**src/design/bmc_ram.sv**
```systemverilog
// Generic single-port-write, single-port-read RAM with registered read data.
// No dependencies.
`timescale 1ns / 1ps
`default_nettype none

module bmc_ram #(
   parameter int WIDTH = 8,
   parameter int DEPTH = 24
) (
   input  wire logic                       clock,
   input  wire logic                       wr_en,
   input  wire logic [$clog2(DEPTH)-1:0]   wr_addr,
   input  wire logic [WIDTH-1:0]           wr_data,
   input  wire logic                       rd_en,
   input  wire logic [$clog2(DEPTH)-1:0]   rd_addr,
   output logic      [WIDTH-1:0]           rd_data
);

   logic [WIDTH-1:0] mem_ff [DEPTH];
   logic [WIDTH-1:0] rd_data_ff;

   always_ff @(posedge clock) begin
      if (wr_en) begin
         mem_ff[wr_addr] <= wr_data;
      end
      if (rd_en) begin
         rd_data_ff <= mem_ff[rd_addr];
      end
   end

   assign rd_data = rd_data_ff;

endmodule

`default_nettype wire

```
**config.mk**
```make
export PLATFORM = sky130hd
export DESIGN_NAME = bmc_ram
export DESIGN_NICKNAME = d
export VERILOG_FILES = /design/src/design/bmc_ram.sv
export SDC_FILE = /design/constraint.sdc
export NUM_CORES = 1
export LEC_CHECK = 0
export ABC_AREA = 1
export BUFFER_PORTS_ARGS = -buffer_cell sky130_fd_sc_hd__buf_2
export CAP_MARGIN = 20
export CORE_MARGIN = 5
export CORE_UTILIZATION = 35
export DETAILED_ROUTE_END_ITERATION = 6
export PLACE_DENSITY = 0.46
export SKIP_LAST_GASP = 1
export SLEW_MARGIN = 10
export SYNTH_ARGS = -nofsm -noshare
export SYNTH_HDL_FRONTEND = slang
export SYNTH_SLANG_ARGS = --single-unit
```
**constraint.sdc**
```tcl
create_clock -name clock -period 1.7 [get_ports clock]
set_input_delay 0.34 -clock clock [delete_from_list [all_inputs] [get_ports clock]]
set_output_delay 0.34 -clock clock [all_outputs]
set_load 0.02 [all_outputs]
```
After elaboration in Yosys (flattened, before gate mapping):

Memory sizes are Yosys's and may differ from the RTL's. A register that Yosys moved wholly into a read port is not among the register bits.
Index checks and enable logic that the tools add are counted.
Widths: inputs -> output; s select.

* bits in registers: 0
* word-level logic and storage cells: 3
* memories: 1
* bits in writable memories: 192

* mux-type cells: 2

Memories
* mem_ff: words 24, width 8, rd ports 1, clocked after memory_dff 1, write ports 1, line 19 `logic [WIDTH-1:0] mem_ff [DEPTH];`

Operator list (number)
* $mux 1: 2

Logic depth before layout (Yosys ltp):

Gate-level depths: netlist of run 1.

* depth after elaboration: 2
* gate-level depth with buffers: 11
* depth with buffers taken out: 9

Worst setup path after synthesis of run 1:

Ideal clock, no wire load.

* path kind: input-to-reg
* from: input rd_addr[0]
* to: register rd_data_ff[1], in the netlist rd_data[1], read port of mem_ff (data pin)
* setup slack: 0.293 ns
* required time: 1.447 ns
* data arrival time: 1.155 ns
* buffers on the path: 3
* stages on the path: 9
* path through: buf_4 buf_6 buf_6 nor2_1 nor2_1 o21ai_1 o211ai_1 nand3_1 nand2_1

RTL lines
* start, declared: line 15 `input wire logic [$clog2(DEPTH)-1:0] rd_addr,`
* end, declared: line 20 `logic [WIDTH-1:0] rd_data_ff;`

Worst setup path in the final report of run 1:

* from: register rd_data_ff[2], in the netlist rd_data[2], read port of mem_ff
* to: output rd_data[2]

RTL lines
* end, declared: line 16 `output logic [WIDTH-1:0] rd_data`

No word-level cell between the ends.

==> results of run 1 <==
[flip-flops by register name (all words and copies together) (netlist names)]
name,cells
mem_ff,192
rd_data,8
[report_power, final]
part | leakage (nW) | total, mW | internal, mW | switching, mW
logic | 1.86 | 0.749 | 0.243 | 0.506
registers | 1.81 | 5.53 | 5.50 | 0.0279
clock network | 0.272 | 3.91 | 2.05 | 1.86
total | 3.94 | 10.2 | 7.79 | 2.39
[cells by family (layout without fill, tap and decap cells)]
kind of cell	Yosys count	in the layout
AND/OR/NAND/NOR	371	371
flip-flops	200	200
AO/OA/AOI/OAI	48	48
buffers and inverters	143	218
[cell type report]
type                    count  area share [%]
clock buffers              17            4.30
clock inverters            15            1.42
inverters                 105            3.98
multi-input cells         419            18.4
flip-flops and latches    200            60.7
well taps                 319            4.03
repair buffers             81            7.21
[through the flow]
| stage | instances | instance area [µm²] | setup WS, ns | power [mW] | hold slack (ns) |
|---|---|---|---|---|---|
| 2_1_floorplan | 762 | 8450 | 0.293 | 6.01 | 0.439 |
| 6_report | 1156 | 9890 | 0.257 | 10.2 | 0.278 |
| 3_3_place_gp | 1124 | 9330 | -0.0881 | 6.40 | 0.723 |
| 5_1_grt | 1156 | 9890 | 0.238 | 10.6 | 0.264 |
| 3_5_place_dp | 1124 | 9330 | -0.0939 | 6.40 | 0.725 |
| 4_1_cts | 1156 | 9890 | 0.254 | 10.3 | 0.272 |
[layer usage]
layer  share of wire [%]  wire length (µm)  global-route usage, %
met3                 6.2              1340                   3.05
met2                  47             10200                   27.0
met5                   0                 0                      0
met1                  45              9780                   23.4
met4                 1.7               373                   4.99
[worst paths after layout]
check | start | endpoint | slack, ns | cells after the start
hold reg to reg | mem_ff[23][6] | rd_data[6] | 0.74 | 4
hold / removal | rd_en | rd_data[5] | 0.28 | 1
setup / recovery | rd_data[2] | rd_data[2] | 0.26 | 1
setup reg to reg | mem_ff[14][6] | rd_data[6] | 0.38 | 8
[cells in the mapped netlist]
master / number / area [µm²]
buf_4: 7 / 52.6
nand2_1: 185 / 694
nand3_1: 112 / 561
nand3b_1: 1 / 7.51
clkbuf_1: 8 / 30.0
buf_6: 6 / 67.6
nor2_1: 73 / 274
inv_1: 103 / 387
edfxtp_1: 200 / 6010
buf_2: 16 / 80.1
inv_2: 2 / 7.51
o211ai_1: 16 / 120
buf_1: 1 / 3.75
o21ai_1: 16 / 80.1
o21ai_0: 16 / 80.1
==> out/metrics.csv, run 1 <==
stage,metric,value,unit
final_layout,layout cells sized above 1,13.7,%
power_and_ir_drop,Static Leak,3.94,nW
logic_synthesis,largest family of logic cells by synthesized area,simple AND/OR/NAND/NOR gates,
outcome,status,"finished, final reports clean",
clocking,Root Driver,clkbuf_16,
clocking,Hold Buf Count CTS,0,
global_routing,grt total ovfl,0,
clocking,"Clk Latency, worst-skew pair",0.43,ns
timing,Worst Tran Pin Value,0.626,ns
clocking,Num Clock Sinks,200,
logic_synthesis,Synth Area in Adders,0,%
setup_path,Arrival @ worst endpoint,1.10,ns
logic_synthesis,synthesized cell area,8450,µm²
setup_path,Worst path max stage delay,0.47,ns
detailed_routing,DRC,0,
setup_path,CP top delay family,flip-flops,
clocking,Max Buffers Root-to-Sink,2,
placement,I/O Buffers,28,
global_routing,initial antenna violation count,0,
run,max cap viols,0,
setup_path,WS Path Type,reg2out,
setup_path,Crit Path Max Fanout,1,
logic_synthesis,Post-Synth XOR/XNOR Area,0,%
setup_path,CP cell instances,buf_2,
timing,Slew Limit Headroom,58.3,%
floorplanning,Core Area,23600,µm²
logic_synthesis,simple-gate area share of the yosys netlist,18.2,%
final_layout,"most common cell after layout, fill and taps aside",edfxtp_1,
timing,unrepaired setup endpoints after global routing,no,
final_layout,Filler cells,2239,
clocking,CTS Buf Count,17,
clocking,CTS H-tree lvls,4,
detailed_routing,DRT iter0 DRCs,694,
floorplanning,chip width,165,µm
final_layout,diode count,0,
clocking,CTS clock-pin slew for the worst setup and hold paths,0.07,ns
detailed_routing,routed len/inst,18.7,µm
logic_synthesis,Compound-Gate Fraction of Synth Area,3.32,%
logic_synthesis,unique cell type count in the Yosys netlist,15,
detailed_routing,"antenna viol nets, final",0,
timing,final hold vios,0,
power_and_ir_drop,Power Dens Cells,1030,nW/µm²
detailed_routing,via count,5434,
setup_path,critical path launch point type,register,
floorplanning,num rows,56,
detailed_routing,drt pass-1 iters,6,
timing,Final setup viols,0,
logic_synthesis,Yosys warning count,0,
worst_hold_path,Hold Path Class,in2reg,
detailed_routing,Total Wirelength,21.6,mm
detailed_routing,via/cell ratio,4.70,
global_routing,All-Layer GR Usage,16.8,%
global_routing,first-pass GRT wire length,33.4,mm
power_and_ir_drop,worst-case vdd ir drop,472,µV
timing,Final Cycle Share,84.9,%
final_layout,Area Growth Syn to Fin,17.1,%
setup_path,CP max stage cell,edfxtp_1,
timing,Max Fclk,0.693,GHz
logic_synthesis,Yosys reg bits,200,
logic_synthesis,Mean Syn Cell Area,11.1,µm²
clocking,Post-CTS Setup Bufs,0,
global_routing,pin count of the biggest net entering global routing,46,
global_routing,vias in the first global route,5437,
placement,GPL Wtd Cong,0.828,
floorplanning,I/O pin count,29,
final_layout,most frequent cells in the layout,"200 x edfxtp_1, 185 x nand2_1, 112 x nand3_1",
logic_synthesis,Post-Syn Nets,783,
timing,Worst Skew,0.00810,ns
floorplanning,die area,27400,µm²
final_layout,final core occ,41.9,%
floorplanning,Die H,165,µm
logic_synthesis,sequential area share after synthesis,71.1,%
floorplanning,Starting Density,35.8,%
placement,hpwl dp,14.7,mm
clocking,CTS tree,built,
timing,"Slew Viols, Final",0,
timing,minimum clock period,1.44,ns
setup_path,Worst Setup End Kind,output pin,
final_layout,Register Area,6010,µm²
logic_synthesis,post-synthesis mux area share,0,%
timing,Sum Neg Setup Slack,0,ns
setup_path,CP required,1.36,ns
final_layout,final layout net count,845,
setup_path,worst path bufs/invs,1,
clocking,CTS resizes,0,
final_layout,Multi-input gate area,1820,µm²
logic_synthesis,Synth Instances,762,
Power figures use the tool's default switching activity.
==> inputs of run 2 (changes only) <==
- PLACE_DENSITY: 0.46 -> 0.48
- clock period: 1.7 -> 1.2 ns (I/O delays scaled with it)
==> out/metrics.csv, run 2 (same netlist as run 1, synthesis figures left out) <==
stage,metric,value,unit,change
detailed_routing,DRT iter0 DRCs,444,,-36%
detailed_routing,DRC,0,,unchanged
clocking,CTS H-tree lvls,4,,unchanged
global_routing,vias in the first global route,5532,,+1.7%
setup_path,CP top delay family,flip-flops,,
detailed_routing,via count,5583,,+2.7%
floorplanning,die area,27400,µm²,unchanged
clocking,Num Clock Sinks,200,,unchanged
placement,GPL Wtd Cong,0.852,,+2.9%
outcome,status,"complete, but fails checks",,
global_routing,grt total ovfl,0,,unchanged
setup_path,CP required,0.96,ns,-0.40 ns
floorplanning,Core Area,23600,µm²,unchanged
final_layout,most frequent cells in the layout,"200 x edfxtp_1, 171 x nand2_1, 103 x inv_1",,
clocking,"Clk Latency, worst-skew pair",0.43,ns,about the same
clocking,CTS tree,built,,
clocking,Root Driver,clkbuf_16,,
global_routing,initial antenna violation count,0,,unchanged
placement,Post-DP Area,9460,µm²,+1.4%
timing,Final setup viols,7,,+7
setup_path,CP max stage cell,edfxtp_1,,
timing,Final Cycle Share,106,%,
timing,final hold vios,0,,unchanged
placement,I/O Buffers,28,,unchanged
clocking,CTS clock-pin slew for the worst setup and hold paths,0.08,ns,about the same
global_routing,pin count of the biggest net entering global routing,51,,+11%
floorplanning,Die H,165,µm,unchanged
timing,Slew Limit Headroom,76.3,%,+18 points
power_and_ir_drop,Power Dens Cells,1420,nW/µm²,+38%
run,max cap viols,0,,unchanged
final_layout,Biggest register,mem_ff,,
final_layout,layout cells sized above 1,24.1,%,+10 points
timing,Worst Skew,0.0117,ns,+0.00362 ns
setup_path,Worst Setup SP,rd_data[3],,
timing,unrepaired setup endpoints after global routing,yes,,
floorplanning,num rows,56,,unchanged
detailed_routing,Total Wirelength,21.2,mm,-2.2%
floorplanning,chip width,165,µm,unchanged
setup_path,Crit Path Max Fanout,1,,unchanged
final_layout,Final Cell Area,10500,µm²,+5.9%
clocking,Max Buffers Root-to-Sink,2,,unchanged
placement,hpwl dp,13.6,mm,-7.3%
setup_path,critical path launch point type,register,,
final_layout,final layout net count,854,,+1.1%
setup_path,cells on worst reg2reg path,8,,unchanged
clocking,Hold Buf Count CTS,0,,unchanged
power_and_ir_drop,Static Leak,4.16,nW,+5.7%
detailed_routing,"antenna viol nets, final",0,,unchanged
setup_path,worst path bufs/invs,1,,unchanged
setup_path,CP cell instances,buf_6,,
setup_path,R2R Path Start,mem_ff[1][6],,
setup_path,"setup slack, reg-to-reg",0,ns,-0.38 ns
timing,"Slew Viols, Final",0,,unchanged
timing,Worst Tran Pin Value,0.354,ns,-0.271 ns
timing,minimum clock period,1.28,ns,
clocking,Post-CTS Setup Bufs,0,,unchanged
final_layout,max reg flops,192,,unchanged
final_layout,diode count,0,,unchanged
setup_path,reg-to-reg endpoint,rd_data[6],,
setup_path,CP Depth,1,,unchanged
floorplanning,Starting Density,35.8,%,unchanged
detailed_routing,drt pass-1 iters,5,,-1
final_layout,"most common cell after layout, fill and taps aside",edfxtp_1,,
timing,Max Fclk,0.784,GHz,
final_layout,Area Growth Syn to Fin,24.0,%,
setup_path,crit path capture,rd_data[3],,
outcome,failing checks,negative setup slack,,
setup_path,Worst Setup End Kind,output pin,,
setup_path,Worst path max stage delay,0.45,ns,-0.02 ns
clocking,CTS Buf Count,17,,unchanged
detailed_routing,via/cell ratio,4.79,,+1.9%
setup_path,Arrival @ worst endpoint,1.04,ns,-0.06 ns
power_and_ir_drop,worst-case vdd ir drop,990,µV,+110%
global_routing,All-Layer GR Usage,16.2,%,-0.62 points
placement,pre-CTS setup slack,-0.470,ns,-0.376 ns
detailed_routing,routed len/inst,18.2,µm,-3.0%
global_routing,first-pass GRT wire length,32.6,mm,-2.4%
worst_hold_path,Hold Path Class,in2reg,,
floorplanning,I/O pin count,29,,unchanged
timing,fin worst setup slack,-0.0757,ns,-0.332 ns
setup_path,WS Path Type,reg2out,,
-- run 2: changes by cell type in the layout (fill, tap and decap cells not counted), moves of 2 or more --
cell      previous run  this run
nor2_1              73        64
nand3_1            112        55
buf_12              14        18
nor2_2               0         9
clkinv_2             3         0
buf_4               39        43
buf_6                0         8
nand2_1            185       171
buf_2               28        20
nand3_2              0        56
inv_8                1         3
nand2_2              0        14
-- run 2: worst min-delay path by stage --
stage / from / to / depth (start not counted)
finish: rd_en / rd_data[0] / 1
global route: rd_en / rd_data[0] / 1
CTS: rd_en / rd_data[0] / 1
detailed placement: rd_en / rd_data[5] / 1
global placement: rd_en / rd_data[1] / 1
floorplan: wr_data[0] / mem_ff[0][0] / 0
-- run 2: where the power goes --
part / switching [mW] / total, mW / internal (mW)
clock: 2.67 / 5.83 / 3.16
combinational: 0.784 / 1.23 / 0.442
sequential: 0.0383 / 7.83 / 7.79
total: 3.49 / 14.9 / 11.4
-- run 2: final cells by class --
cell class	count	area, µm²
clock buffer	17	425
clock inverter	15	185
fill	2214	13100
inverter	105	397
multi-input combinational	419	2170
sequential	200	6010
tap	319	399
timing repair buffer	90	898
-- run 2: per-layer routing --
| layer | vias to the layer above | part of all wire (%) | GRT usage, % |
|---|---|---|---|
| met5 | - | 0 | 0 |
| met4 | 0 | 1.6 | 5.06 |
| met3 | 21 | 4.3 | 3.25 |
| met2 | 125 | 48 | 26.2 |
| met1 | 2746 | 46 | 22.1 |
| li1 | 2691 | - | - |
-- run 2: stage by stage --
stage                     hold slack (ns)  utilization, %  total power [mW]  TNS (ns)  cells
final                               0.175            44.4              14.9    -0.402   1165
after global routing                0.153            44.4              15.4     -1.23   1165
after CTS                           0.146            43.3              14.9    -0.648   1164
after detailed placement            0.607            40.1              9.08    -30.68   1132
after global placement              0.610            40.1              9.08    -28.46   1132
after floorplan                     0.339               -              8.53     -7.40    762
-- run 2: what timing repair did --
item | 4_1_cts | 5_1_grt
gates cloned | 0 | 1
gates resized for setup | 39 | 51
pin swaps | 20 | 35
setup endpoints to repair | 16 | 16
==> inputs of run 3 (changes only) <==
- CELL_PAD_IN_SITES_DETAIL_PLACEMENT: unset -> 0
- CELL_PAD_IN_SITES_GLOBAL_PLACEMENT: unset -> 2
- PLACE_DENSITY: 0.48 -> 0.67
- SLEW_MARGIN: 10 -> 25
==> out/metrics.csv, run 3 (same netlist as run 1, synthesis figures left out) <==
stage,metric,value,unit,change
final_layout,final layout net count,856,,+0.23%
final_layout,Area Growth Syn to Fin,23.4,%,
worst_hold_path,Hold Crit Start,rd_en,,
power_and_ir_drop,Power Dens Cells,1440,nW/µm²,+1.3%
setup_path,Arrival @ worst endpoint,1.07,ns,+0.03 ns
placement,hpwl dp,14.1,mm,+3.8%
placement,dpl cells,1134,,+0.18%
clocking,Num Clock Sinks,200,,unchanged
detailed_routing,via count,5528,,-0.99%
power_and_ir_drop,total power,15.0,mW,+0.86%
timing,unrepaired setup endpoints after global routing,yes,,
clocking,"Clk Latency, worst-skew pair",0.44,ns,about the same
power_and_ir_drop,clock share of power,39.6,%,+0.4 points
clocking,CTS tree,built,,
setup_path,reg-to-reg endpoint,rd_data[5],,
power_and_ir_drop,internal power,11.4,mW,+0.28%
final_layout,layout cells sized above 1,22.2,%,-1.9 points
clocking,CTS Buf Count,17,,unchanged
timing,Slew Limit Headroom,57.7,%,-19 points
floorplanning,chip width,165,µm,unchanged
final_layout,most frequent cells in the layout,"200 x edfxtp_1, 176 x nand2_1, 103 x inv_1",,
final_layout,Final Cell Area,10400,µm²,-0.46%
global_routing,vias in the first global route,5455,,-1.4%
detailed_routing,DRC,0,,unchanged
power_and_ir_drop,Combinational Power Share,8.3,%,about the same
final_layout,diode count,0,,unchanged
floorplanning,I/O pin count,29,,unchanged
clocking,Root Driver,clkbuf_16,,
power_and_ir_drop,Sw Pwr,3.58,mW,+2.8%
floorplanning,num rows,56,,unchanged
detailed_routing,DRT iter0 DRCs,343,,-23%
worst_hold_path,WHS Endpoint,rd_data[3],,
clocking,CTS clock-pin slew for the worst setup and hold paths,0.07,ns,about the same
placement,Post-DP Area,9460,µm²,about the same
placement,GPL Wtd Cong,0.784,,-7.9%
worst_hold_path,hold path depth,1,,unchanged
setup_path,cells on worst reg2reg path,6,,-2
global_routing,All-Layer GR Usage,17.0,%,+0.86 points
setup_path,CP top delay family,flip-flops,,
power_and_ir_drop,Static Leak,4.16,nW,-0.15%
detailed_routing,"antenna viol nets, final",0,,unchanged
clocking,Hold Buf Count CTS,0,,unchanged
run,max cap viols,0,,unchanged
global_routing,pin count of the biggest net entering global routing,52,,+2.0%
setup_path,critical path launch point type,register,,
final_layout,Register Area,6010,µm²,unchanged
setup_path,Crit Path Max Fanout,1,,unchanged
setup_path,Worst Setup End Kind,output pin,,
floorplanning,die area,27400,µm²,unchanged
final_layout,max reg flops,192,,unchanged
global_routing,initial antenna violation count,0,,unchanged
setup_path,CP cell instances,buf_6,,
floorplanning,Core Area,23600,µm²,unchanged
floorplanning,Die H,165,µm,unchanged
placement,I/O Buffers,28,,unchanged
global_routing,grt total ovfl,0,,unchanged
power_and_ir_drop,Seq pwr share,52.1,%,-0.5 points
timing,hold_ws,0.182,ns,+0.00714 ns
timing,Final Cycle Share,109,%,+2.7 points
timing,"Slew Viols, Final",0,,unchanged
timing,fin worst setup slack,-0.109,ns,-0.0328 ns
setup_path,worst path bufs/invs,1,,unchanged
clocking,Max Buffers Root-to-Sink,2,,unchanged
timing,minimum clock period,1.31,ns,+0.0328 ns
worst_hold_path,Hold Path Class,in2reg,,
power_and_ir_drop,switch share,23.9,%,+0.44 points
setup_path,CP required,0.96,ns,about the same
timing,final hold vios,0,,unchanged
detailed_routing,Total Wirelength,22.2,mm,+4.7%
setup_path,Worst Setup SP,rd_data[6],,
final_layout,Non-Filler Instances,1167,,+0.17%
final_layout,Biggest register,mem_ff,,
final_layout,"most common cell after layout, fill and taps aside",edfxtp_1,,
clocking,Post-CTS Setup Bufs,0,,unchanged
outcome,status,"complete, but fails checks",,
timing,Worst Tran Pin Value,0.635,ns,+0.280 ns
detailed_routing,drt pass-1 iters,4,,-1
timing,Worst Skew,0.00846,ns,-0.00325 ns
timing,Final setup viols,12,,+5
power_and_ir_drop,worst-case vdd ir drop,974,µV,-1.6%
final_layout,Multi-input gate area,2090,µm²,-3.8%
detailed_routing,routed len/inst,19.0,µm,+4.6%
setup_path,R2R Path Start,mem_ff[22][5],,
detailed_routing,via/cell ratio,4.74,,-1.2%
setup_path,Worst path max stage delay,0.46,ns,about the same
setup_path,"setup slack, reg-to-reg",-0.05,ns,-0.05 ns
global_routing,first-pass GRT wire length,33.8,mm,+3.7%
timing,Max Fclk,0.764,GHz,-2.5%
clocking,CTS H-tree lvls,4,,unchanged
outcome,failing checks,negative setup slack,,
floorplanning,Starting Density,35.8,%,unchanged
final_layout,Filler cells,2247,,+1.5%
setup_path,WS Path Type,reg2out,,
setup_path,CP max stage cell,edfxtp_1,,
==> run 3: cell count changes in the layout (fill, tap and decap cells not counted), sizes merged <==
cell	delta
buf	+2
bufbuf	+1
clkinv	-1
clkinvlp	-1
inv	+1
==> run 3: layer usage <==
metal | part of all wire [%] | global-route usage [%]
met5 | 0 | 0
met4 | 0.93 | 3.75
met3 | 3.4 | 2.78
met2 | 50 | 28.9
met1 | 46 | 23.2
==> run 3: area by class of cell <==
class	instances	share of cell area, %
repair buffers	92	8.89
flip-flops and latches	200	57.6
well taps	319	3.83
clock buffers	18	4.12
multi-input cells	419	20.0
inverters	105	3.80
clock inverters	14	1.78
==> run 3: worst max path at each step <==
stage / end / slack, ns / depth (start not counted)
floorplan: rd_data[3] / -0.06 / 11
global placement: rd_data[6] / -0.49 / 8
detailed placement: rd_data[6] / -0.51 / 8
CTS: rd_data[6] / -0.13 / 1
global route: rd_data[5] / -0.16 / 6
finish: rd_data[6] / -0.11 / 1
==> run 3: power by group through the flow <==
| stage | clock network [mW] | logic (mW) | registers, mW |
|---|---|---|---|
| after detailed placement | 0 | 1.13 | 7.98 |
| after global placement | 0 | 1.13 | 7.98 |
| after CTS | 6.02 | 1.19 | 7.83 |
| after global routing | 6.30 | 1.36 | 7.83 |
| final | 5.94 | 1.24 | 7.83 |
| after floorplan | 0 | 0.528 | 8.00 |
==> run 3: what timing repair did <==
| item | 4_1_cts | 5_1_grt |
|---|---|---|
| endpoints found under the setup margin | 16 | 16 |
| pin swaps | 7 | 20 |
| cloned | 1 | 0 |
| gates resized for setup | 24 | 51 |
==> run 3: through the flow <==
step | util [%] | setup slack (ns) | setup TNS (ns)
floorplan | - | -0.0588 | -7.40
global placement | 40.1 | -0.489 | -25.87
detailed placement | 40.1 | -0.506 | -27.84
CTS | 43.2 | -0.129 | -1.24
global route | 44.2 | -0.156 | -1.51
finish | 44.2 | -0.109 | -0.569
